## src/hw/rtl/ira_pkg.sv

```systemverilog
// Shared types, constants and helper functions for the integer to radix ASCII converter.
package ira_pkg;

    localparam int VALUE_BITS_DEFAULT = 32;
    localparam int RADIX_BITS         = 6;
    localparam int CHAR_BITS          = 8;

    localparam logic [RADIX_BITS-1:0] RADIX_MIN     = 6'd2;
    localparam logic [RADIX_BITS-1:0] RADIX_MAX     = 6'd36;
    localparam logic [RADIX_BITS-1:0] DIGIT_MAX_DEC = 6'd9;

    localparam logic [CHAR_BITS-1:0] CHAR_MINUS = 8'h2d;
    localparam logic [CHAR_BITS-1:0] CHAR_ZERO  = 8'h30;
    localparam logic [CHAR_BITS-1:0] CHAR_NINE  = 8'h39;
    localparam logic [CHAR_BITS-1:0] CHAR_A     = 8'h61;
    localparam logic [CHAR_BITS-1:0] CHAR_Z     = 8'h7a;
    localparam logic [CHAR_BITS-1:0] DIGIT_TEN  = 8'd10;

    typedef enum logic [2:0] {
        ST_IDLE,
        ST_DIV,
        ST_PUSH,
        ST_SIGN,
        ST_READ,
        ST_EMIT
    } ira_state_t;

    typedef struct packed {
        logic load;
        logic div_step;
        logic push;
        logic rd;
        logic emit_sign;
        logic emit_digit;
    } ira_cmd_t;

    typedef struct packed {
        logic div_last;
        logic quot_zero;
        logic negative;
        logic count_zero;
        logic out_free;
    } ira_status_t;

    function automatic logic [RADIX_BITS-1:0] clamp_radix(input logic [RADIX_BITS-1:0] r);
        logic [RADIX_BITS-1:0] res;
        res = r;
        if (r < RADIX_MIN)
            res = RADIX_MIN;
        else if (r > RADIX_MAX)
            res = RADIX_MAX;
        return res;
    endfunction

    function automatic logic [CHAR_BITS-1:0] digit_char(input logic [RADIX_BITS-1:0] d);
        logic [CHAR_BITS-1:0] d_ext;
        logic [CHAR_BITS-1:0] res;
        d_ext = {{(CHAR_BITS-RADIX_BITS){1'b0}}, d};
        if (d > DIGIT_MAX_DEC)
            res = CHAR_A + d_ext - DIGIT_TEN;
        else
            res = CHAR_ZERO + d_ext;
        return res;
    endfunction

endpackage

```

## src/hw/rtl/integer_to_radix_ascii_unit.sv

```systemverilog
// Top level: signed integer to ASCII text in radix 2 to 36, most significant character first.
// Each digit comes from bit-serial restoring division of the magnitude and is then stacked.
// Characters then leave one at a time when the sink is ready; a '-' leads negatives.
// A new beat is taken once the last character sits in the output register.
// Reset is asynchronous and active low; it clears the state, counters and output valid flag.
// The digit RAM needs no clearing because every digit is written before it is read.
module integer_to_radix_ascii_unit #(
    parameter int VALUE_BITS = ira_pkg::VALUE_BITS_DEFAULT
) (
    input  logic                                                    clk,
    input  logic                                                    rst_n,
    input  logic                                                    s_tvalid,
    output logic                                                    s_tready,
    // s_tdata, from bit 0 up: value, radix, zero padding to whole bytes.
    input  logic [((VALUE_BITS + ira_pkg::RADIX_BITS + 7) / 8) * 8 - 1:0] s_tdata,
    output logic                                                    m_tvalid,
    input  logic                                                    m_tready,
    // m_tdata, from bit 0 up: character.
    output logic [ira_pkg::CHAR_BITS-1:0]                           m_tdata,
    output logic                                                    m_tlast
);

    ira_pkg::ira_cmd_t    cmd;
    ira_pkg::ira_status_t status;

    ira_ctrl u_ctrl (
        .clk      (clk),
        .rst_n    (rst_n),
        .s_tvalid (s_tvalid),
        .s_tready (s_tready),
        .status   (status),
        .cmd      (cmd)
    );

    ira_datapath #(
        .VALUE_BITS (VALUE_BITS)
    ) u_datapath (
        .clk       (clk),
        .rst_n     (rst_n),
        .cmd       (cmd),
        .status    (status),
        .value     (s_tdata[VALUE_BITS-1:0]),
        .radix     (s_tdata[VALUE_BITS +: ira_pkg::RADIX_BITS]),
        .m_tvalid  (m_tvalid),
        .m_tready  (m_tready),
        .character (m_tdata),
        .last      (m_tlast)
    );

endmodule

```

## src/hw/rtl/ira_ram.sv

```systemverilog
// Generic single-write, single-read RAM with registered read data.
module ira_ram #(
    parameter int WIDTH = 8,
    parameter int DEPTH = 32
) (
    input  logic                     clk,
    input  logic                     wr_en,
    input  logic [$clog2(DEPTH)-1:0] wr_addr,
    input  logic [WIDTH-1:0]         wr_data,
    input  logic                     rd_en,
    input  logic [$clog2(DEPTH)-1:0] rd_addr,
    output logic [WIDTH-1:0]         rd_data
);

    logic [WIDTH-1:0] mem_reg [DEPTH];
    logic [WIDTH-1:0] rd_data_reg;

    always_ff @(posedge clk)
    begin
        if (wr_en)
        begin
            mem_reg[wr_addr] <= wr_data;
        end
        if (rd_en)
        begin
            rd_data_reg <= mem_reg[rd_addr];
        end
    end

    assign rd_data = rd_data_reg;

endmodule

```

## src/hw/rtl/ira_ctrl.sv

```systemverilog
// Sequencing state machine: divide, stack digits, then emit sign and digits.
module ira_ctrl (
    input  logic                 clk,
    input  logic                 rst_n,
    input  logic                 s_tvalid,
    output logic                 s_tready,
    input  ira_pkg::ira_status_t status,
    output ira_pkg::ira_cmd_t    cmd
);

    ira_pkg::ira_state_t state_reg;
    ira_pkg::ira_state_t state_next;

    always_ff @(posedge clk or negedge rst_n)
    begin
        if (!rst_n)
            state_reg <= ira_pkg::ST_IDLE;
        else
            state_reg <= state_next;
    end

    always_comb
    begin
        state_next = state_reg;
        cmd        = '0;
        s_tready   = 1'b0;
        case (state_reg)
            ira_pkg::ST_IDLE:
            begin
                s_tready = 1'b1;
                if (s_tvalid)
                begin
                    cmd.load   = 1'b1;
                    state_next = ira_pkg::ST_DIV;
                end
            end
            ira_pkg::ST_DIV:
            begin
                cmd.div_step = 1'b1;
                if (status.div_last)
                    state_next = ira_pkg::ST_PUSH;
            end
            ira_pkg::ST_PUSH:
            begin
                cmd.push = 1'b1;
                // The quotient is already in place; a zero quotient ends the digit loop.
                if (!status.quot_zero)
                    state_next = ira_pkg::ST_DIV;
                else if (status.negative)
                    state_next = ira_pkg::ST_SIGN;
                else
                    state_next = ira_pkg::ST_READ;
            end
            ira_pkg::ST_SIGN:
            begin
                if (status.out_free)
                begin
                    cmd.emit_sign = 1'b1;
                    state_next    = ira_pkg::ST_READ;
                end
            end
            ira_pkg::ST_READ:
            begin
                cmd.rd     = 1'b1;
                state_next = ira_pkg::ST_EMIT;
            end
            ira_pkg::ST_EMIT:
            begin
                if (status.out_free)
                begin
                    cmd.emit_digit = 1'b1;
                    state_next     = status.count_zero ? ira_pkg::ST_IDLE : ira_pkg::ST_READ;
                end
            end
            default:
            begin
                state_next = ira_pkg::ST_IDLE;
            end
        endcase
    end

endmodule

```

## src/hw/rtl/ira_datapath.sv

```systemverilog
// Datapath: bit-serial restoring divider, digit stack and output register.
module ira_datapath #(
    parameter int VALUE_BITS = ira_pkg::VALUE_BITS_DEFAULT
) (
    input  logic                               clk,
    input  logic                               rst_n,
    input  ira_pkg::ira_cmd_t                  cmd,
    output ira_pkg::ira_status_t               status,
    input  logic [VALUE_BITS-1:0]              value,
    input  logic [ira_pkg::RADIX_BITS-1:0]     radix,
    output logic                               m_tvalid,
    input  logic                               m_tready,
    output logic [ira_pkg::CHAR_BITS-1:0]      character,
    output logic                               last
);

    localparam int RB = ira_pkg::RADIX_BITS;
    localparam int SB = $clog2(VALUE_BITS);
    localparam int CB = $clog2(VALUE_BITS + 1);
    localparam int AB = $clog2(VALUE_BITS);

    logic [VALUE_BITS-1:0]            quot_reg, quot_next;
    logic [RB-1:0]                    rem_reg, rem_next;
    logic [RB-1:0]                    radix_reg, radix_next;
    logic                             neg_reg, neg_next;
    logic [SB-1:0]                    step_reg, step_next;
    logic [CB-1:0]                    count_reg, count_next;
    logic [ira_pkg::CHAR_BITS-1:0]    out_char_reg, out_char_next;
    logic                             out_last_reg, out_last_next;
    logic                             out_valid_reg, out_valid_next;

    logic [RB:0]     trial;
    logic [RB:0]     diff;
    logic            q_bit;
    logic [CB-1:0]   count_dec;
    logic [RB-1:0]   ram_rd_data;

    // One quotient bit per cycle: shift the next dividend bit into the partial remainder.
    assign trial     = {rem_reg, quot_reg[VALUE_BITS-1]};
    assign diff      = trial - {1'b0, radix_reg};
    assign q_bit     = (trial >= {1'b0, radix_reg});
    assign count_dec = count_reg - CB'(1);

    ira_ram #(
        .WIDTH (RB),
        .DEPTH (VALUE_BITS)
    ) u_digit_ram (
        .clk     (clk),
        .wr_en   (cmd.push),
        .wr_addr (count_reg[AB-1:0]),
        .wr_data (rem_reg),
        .rd_en   (cmd.rd),
        .rd_addr (count_dec[AB-1:0]),
        .rd_data (ram_rd_data)
    );

    always_comb
    begin
        quot_next      = quot_reg;
        rem_next       = rem_reg;
        radix_next     = radix_reg;
        neg_next       = neg_reg;
        step_next      = step_reg;
        count_next     = count_reg;
        out_char_next  = out_char_reg;
        out_last_next  = out_last_reg;
        out_valid_next = out_valid_reg;

        if (cmd.load)
        begin
            neg_next   = value[VALUE_BITS-1];
            quot_next  = value[VALUE_BITS-1] ? (~value + VALUE_BITS'(1)) : value;
            radix_next = ira_pkg::clamp_radix(radix);
            rem_next   = '0;
            step_next  = '0;
            count_next = '0;
        end
        if (cmd.div_step)
        begin
            quot_next = {quot_reg[VALUE_BITS-2:0], q_bit};
            rem_next  = q_bit ? diff[RB-1:0] : trial[RB-1:0];
            step_next = step_reg + SB'(1);
        end
        if (cmd.push)
        begin
            count_next = count_reg + CB'(1);
            rem_next   = '0;
            step_next  = '0;
        end
        if (cmd.rd)
        begin
            count_next = count_dec;
        end

        if (m_tready)
            out_valid_next = 1'b0;
        if (cmd.emit_sign)
        begin
            out_char_next  = ira_pkg::CHAR_MINUS;
            out_last_next  = 1'b0;
            out_valid_next = 1'b1;
        end
        if (cmd.emit_digit)
        begin
            out_char_next  = ira_pkg::digit_char(ram_rd_data);
            out_last_next  = (count_reg == '0);
            out_valid_next = 1'b1;
        end
    end

    always_ff @(posedge clk or negedge rst_n)
    begin
        if (!rst_n)
        begin
            out_valid_reg <= 1'b0;
            step_reg      <= '0;
            count_reg     <= '0;
        end
        else
        begin
            out_valid_reg <= out_valid_next;
            step_reg      <= step_next;
            count_reg     <= count_next;
        end
    end

    always_ff @(posedge clk)
    begin
        quot_reg     <= quot_next;
        rem_reg      <= rem_next;
        radix_reg    <= radix_next;
        neg_reg      <= neg_next;
        out_char_reg <= out_char_next;
        out_last_reg <= out_last_next;
    end

    assign status.div_last   = (step_reg == SB'(VALUE_BITS - 1));
    assign status.quot_zero  = (quot_reg == '0);
    assign status.negative   = neg_reg;
    assign status.count_zero = (count_reg == '0);
    assign status.out_free   = !out_valid_reg || m_tready;

    assign m_tvalid  = out_valid_reg;
    assign character = out_char_reg;
    assign last      = out_last_reg;

endmodule

```

## config.mk

```make
export PLATFORM = sky130hd
export DESIGN_NAME = integer_to_radix_ascii_unit
export DESIGN_NICKNAME = d
export VERILOG_FILES = /design/src/hw/rtl/ira_pkg.sv /design/src/hw/rtl/integer_to_radix_ascii_unit.sv /design/src/hw/rtl/ira_ram.sv /design/src/hw/rtl/ira_ctrl.sv /design/src/hw/rtl/ira_datapath.sv
export SDC_FILE = /design/constraint.sdc
export NUM_CORES = 1
export LEC_CHECK = 0
export BUFFER_PORTS_ARGS = -buffer_cell sky130_fd_sc_hd__buf_2
export CAP_MARGIN = 5
export CORE_MARGIN = 5
export CORE_UTILIZATION = 45
export CTS_CLUSTER_SIZE = 10
export DETAILED_ROUTE_END_ITERATION = 8
export SETUP_SLACK_MARGIN = 0.05
export SLEW_MARGIN = 40
export SYNTH_ARGS = -nofsm -noshare
export SYNTH_HDL_FRONTEND = slang
export SYNTH_SLANG_ARGS = --single-unit
```

## constraint.sdc

```tcl
create_clock -name clk -period 8.7 [get_ports clk]
set_input_delay 0.87 -clock clk [delete_from_list [all_inputs] [get_ports clk]]
set_output_delay 0.87 -clock clk [all_outputs]
set_load 0.02 [all_outputs]
```

==> Word-level counts from Yosys, hierarchy flattened <==
Memory sizes are Yosys's and may differ from the RTL's. A register that Yosys moved wholly into a read port is not among the register bits.
Cells that the tools add are included.
W data, S select, Z words.
{ "totals": {"out_inout_bits": 11, "ramBits": 192, "inputBits": 44, "memories": 1, "word_cells": 86, "regBits": 69} }
{ "mem_list": {"columns": ["name", "depth", "word_bits", "rd", "rd_ports_with_merged_regs", "write_ports", "line", "source"], "rows": [
  ["u_datapath.u_digit_ram.mem_reg", 32, 6, 1, 1, 1, "ira_ram.sv:15", "logic [WIDTH-1:0] mem_reg [DEPTH];"]
]} }
{ "classes": {"n_eq_ne": 10, "n_reduce_logical": 12, "muxes": 39, "addsub": 8, "n_lt_le_gt_ge": 4, "bitwise": 1} }
{ "op_table": {"columns": ["op", "n"], "rows": [
  ["$mux W32", 3],
  ["$mux W6", 6],
  ["$add A32 B1 Y32 const B", 1],
  ["$logic_not A32 Y1", 1],
  ["$not A32 Y32", 1],
  ["$mux W8", 3],
  ["$mux W3", 7],
  ["$pmux W3 S6", 1],
  ["$mux W1", 16],
  ["$mux W5", 3],
  ["$reduce_bool A3 Y1", 3],
  ["$add A7 B6 Y8 const A", 1],
  ["$ne A2 B2 Y1 const B", 4],
  ["$sub A8 B4 Y8 const B", 1],
  ["$add A6 B6 Y7 const A", 1],
  ["$ge A7 B6 Y1", 1],
  ["$add A6 B1 Y6 const B", 1],
  ["$eq A3 B2 Y1 const B", 2],
  ["$eq A3 B3 Y1 const B", 2],
  ["$gt A6 B4 Y1 const B", 1],
  ["$gt A6 B6 Y1 const B", 1],
  ["$logic_not A6 Y1", 1],
  ["$lt A6 B2 Y1 const B", 1],
  ["$sub A6 B1 Y6 const B", 1],
  ["10 further kinds", 11]
]} }

==> Logic depth before layout (Yosys ltp) <==
{ "depth": {"depth_word": 6, "depth_mapped": 10, "mapped_depth_nobuf": 8} }

==> By module <==
A second synthesis with hierarchy kept.
{ "hier_totals": {"hier_cells": 782, "hier_area_um2": 12051.6} }
{ "modules_own_cells": {"columns": ["mod", "n_inst", "area_per_inst_um2", "cells_each", "seq_area_each_um2"], "rows": [
  ["ira_ram", 1, 7649.8, 323, 5945.7],
  ["ira_datapath", 1, 4147.7, 425, 1861.8],
  ["ira_ctrl", 1, 254.0, 34, 75.1]
]} }

==> Worst setup path before layout <==
Ideal clock, no wire load.
{ "synth_path": {"path_type": "register to register", "start": "reg u_datapath.count_reg[0]", "end": "reg u_datapath.u_digit_ram.rd_data_reg[0], in the netlist u_datapath.u_digit_ram.rd_data[0] (read register of u_datapath.u_digit_ram.mem_reg) (data pin)", "synth_period_minus_slack_ps": 3027, "setup_ps": 280, "t_required_ps": 8420, "path_stages_with_launch": 10, "path_slack_ps": 5673, "n_path_buf": 4, "t_arrival_ps": 2748, "cell_sequence": "dfrtp_1 clkbuf_1 buf_2 inv_1 ha_1 buf_1 clkbuf_1 mux4_2 mux2i_1 o221ai_1"} }
{ "synth_between": {"elab_chain_cells": 1} }
{ "synth_rtl": {"columns": ["item", "line", "source"], "rows": [
  ["from (decl)", "ira_datapath.sv:27", "logic [CB-1:0] count_reg, count_next;"],
  ["from (signal assigned)", "ira_datapath.sv:123", "count_reg <= count_next;"],
  ["$sub A6 B1 Y6", "ira_datapath.sv:42", "assign count_dec = count_reg - CB'(1);"],
  ["to (decl)", "ira_ram.sv:16", "logic [WIDTH-1:0] rd_data_reg;"]
]} }
Every way passes these cells.
A chain may end at the register's enable or synchronous reset.

==> Worst setup path after layout <==
{ "layout_path": {"start": "reg u_datapath.count_reg[0]", "end": "reg u_datapath.u_digit_ram.rd_data_reg[4], in the netlist u_datapath.u_digit_ram.rd_data[4] (read register of u_datapath.u_digit_ram.mem_reg) (data pin)"} }
The elaborated chain is that of the path after synthesis.

==> results_dict.tcl <==
set metrics [dict create \
    status "finished, final reports clean" \
    dp_slack_ns 5.39 \
    met3_length_um 926 \
    die_h_um 174 \
    core_sq_um 26800 \
    path_class "flip-flop to flip-flop" \
    nFillCells 2243 \
    synth_most_common_cell "edfxtp_1" \
    port_buffers 52 \
    numClockSinks 267 \
    num_io_pins 55 \
    antenna_cells 0 \
    cpPeakStageDelay_ns 0.65 \
    timing.fmax_mhz 309 \
    total_power_w 0.00439 \
    synth_edf_count 246 \
    route.met2.wl_um 11600 \
    syn-num-nets 885 \
    crit_buf_inv 2 \
    cap_violations 0 \
    hold_class "primary input to async pin" \
    synthFlopType "edfxtp_1" \
    syn2layout_area_growth_pct 12.6 \
    path_cells "inv_1 -> ha_2 -> buf_4 -> mux4_2 -> mux2i_1 -> o22a_1 -> o221ai_1" \
    gp_congestion 0.787 \
    cp_top_family "buffers and inverters" \
    crit_path_end_kind "flip-flop" \
    skew_ns 0.0152 \
    hold_viol 0 \
    yosysTopAreaCell "edfxtp_1" \
    layout_min_cycle_time_ns 3.24 \
    synth_top_area_share_pct 60.8 \
    grt_pass1_vias 7048 \
    met1_length_um 11100 \
    synth.avg_cell_area_sq_um 14.8 \
    cts_setup_buffers 0 \
    antenna_found_initial 0 \
    synthTopCellsByCount "edfxtp_1, nor2_1, nand2_1, mux4_2" \
    synthArstFlopShare_pct 5.62 \
    largest_reg_flops 192 \
    worst_slew_pin_slew_ns 0.727 \
    clock_latency_ns 0.56 \
    post-route-util_pct 51.1 \
    netlist_instances 821 \
    cp.required_ns 8.96 \
    cts_hold_buf 0 \
    cts.repair.resized 0 \
    final_max_slew_viol_count 0 \
    die_area_sq_um 30400 \
    avgRoutedWirePerCell_um 19.7 \
    reg2reg_from "u_datapath.count_reg[0]" \
    initial_core_util_pct 45.4 \
    grt_max_degree 45 \
    rsz0062_at_grt "no" \
    routed_wl_um 24300 \
    postLayoutSetupSlackWorst_ns 5.46 \
    finalNetCount 945 \
    drc_errors 0 \
    row_count 60 \
    clk_pin_slew_worst_paths_ns 0.06 \
    final_cell_area_sq_um 13700 \
    timing.setup.tns_ns 0 \
    final_antenna_net_count 0 \
    cp_slowest_cell "dfrtp_4" \
    grt_pass1_wl_um 39000 \
    timing.rr.end "u_datapath.u_digit_ram.rd_data[4]" \
    viasPerCell 5.68 \
    netlist_area_sq_um 12200 \
    numCtsBuffers 30 \
    root_buffer "clkbuf_16" \
    via_count 6993 \
    drt_iter0_markers 411 \
    synth.distinct_cells 67 \
    ff2ff_path_depth 7 \
    leakagePower_nw 4.69 \
    power-per-cell-area_nw_per_um2 320 \
    ys_warn_count 0 \
    synth_seq_cells 267 \
    relSlewSlack_pct 51.5 \
    ys_seq_area_share_pct 64.8 \
    drive_gt1_share_pct 18.9 \
    grt.overflow.total 0 \
    clock_path_buffers 3 \
    cts_tree "done" \
    die_w_um 174 \
    highest_layer "met4" \
    cp.arrival_ns 3.50 \
    dr.pass1.iters 5 \
    groute.usage.overall_pct 16.0 \
    r2r_setup_slack_ns 5.46 \
    htree_num_levels 1 \
    crit_path_start_kind "flip-flop" \
    synthTopCellsByArea "edfxtp_1, mux4_2, dfrtp_1, mux2i_1, nor2_1" \
    finalSetupViolCount 0 \
    min_period_over_period_pct 37.2 \
    ir_drop_mv 0.173 \
    placed_area_sq_um 12900 \
    crit_fanout 38 \
    hpwlAfterDp_um 15900 \
]
==> metrics by stage <==
| step | instances | hold WS [ns] |
|---|---|---|
| global route | 1232 | 0.269 |
| floorplan | 821 | 0.448 |
| finish | 1232 | 0.256 |
| global placement | 1187 | 0.490 |
| CTS | 1232 | 0.257 |
| detailed placement | 1190 | 0.487 |
==> kinds of logic (layout without fill, tap and decap cells) <==
family,count (synthesis),after routing,synth area share (%)
AOI/OAI and AO/OA,146,146,8.74
xor gates and xnor gates,33,33,2.38
adders and majority gates,21,21,2.20
buffers and inverters,67,137,2.20
DFF,267,267,64.8
muxes,79,79,11.5
and+or+nand+nor,208,208,8.17
==> area by class of cell <==
cell class	count	area (sq um)	share of cell area [%]
clock buffer	41	792	5.79
inverter	30	113	0.823
tap	341	427	3.12
clock inverter	1	30.0	0.219
timing repair buffer	65	389	2.84
multi-input combinational	487	4050	29.6
sequential	267	7890	57.6
==> placed cells by master (no fill, tap or decap), types with 8 or more instances in the layout <==
cell type and count:
nor3_1 13, buf_4 10, nand3_1 15, nor2b_1 9, edfxtp_1 246, dfrtp_1 14, nor2_1 71, nor4_1 10
o31ai_1 14, o21ai_0 25, nand2b_1 10, ha_1 18, clkbuf_1 11, a31oi_1 8, mux2i_1 30, inv_1 30
xor2_1 27, buf_2 52, nand2_1 50, o21ai_1 12, clkbuf_16 30, a21oi_1 25, mux4_2 48
==> power by group <==
group / total (W) / leakage [nW] / internal, W / switching (W)
Sequential: 0.00189 / 2.50 / 0.00174 / 0.000142
Combinational: 0.00142 / 1.80 / 0.000596 / 0.000819
Clock: 0.00108 / 0.394 / 0.000624 / 0.000460
Total: 0.00439 / 4.69 / 0.00296 / 0.00142
==> worst max path at each step <==
stage	start	to	slack [ns]	depth (start not counted)
2_1_floorplan	u_datapath.count_reg[0]	u_datapath.u_digit_ram.rd_data[0]	5.67	9
3_3_place_gp	u_datapath.count_reg[0]	u_datapath.u_digit_ram.rd_data[4]	5.39	7
3_5_place_dp	u_datapath.count_reg[0]	u_datapath.u_digit_ram.rd_data[4]	5.39	7
4_1_cts	u_datapath.count_reg[0]	u_datapath.u_digit_ram.rd_data[4]	5.40	7
5_1_grt	u_datapath.count_reg[0]	u_datapath.u_digit_ram.rd_data[4]	5.28	7
6_report	u_datapath.count_reg[0]	u_datapath.u_digit_ram.rd_data[4]	5.46	7
==> per-layer routing <==
metal  up-vias  track usage (%)
met4         0             4.95
met1      3465             22.6
met2       148             25.9
met3        48             2.37
li1       3332                -
met5         -                0
(Power assumes the default switching activity.)
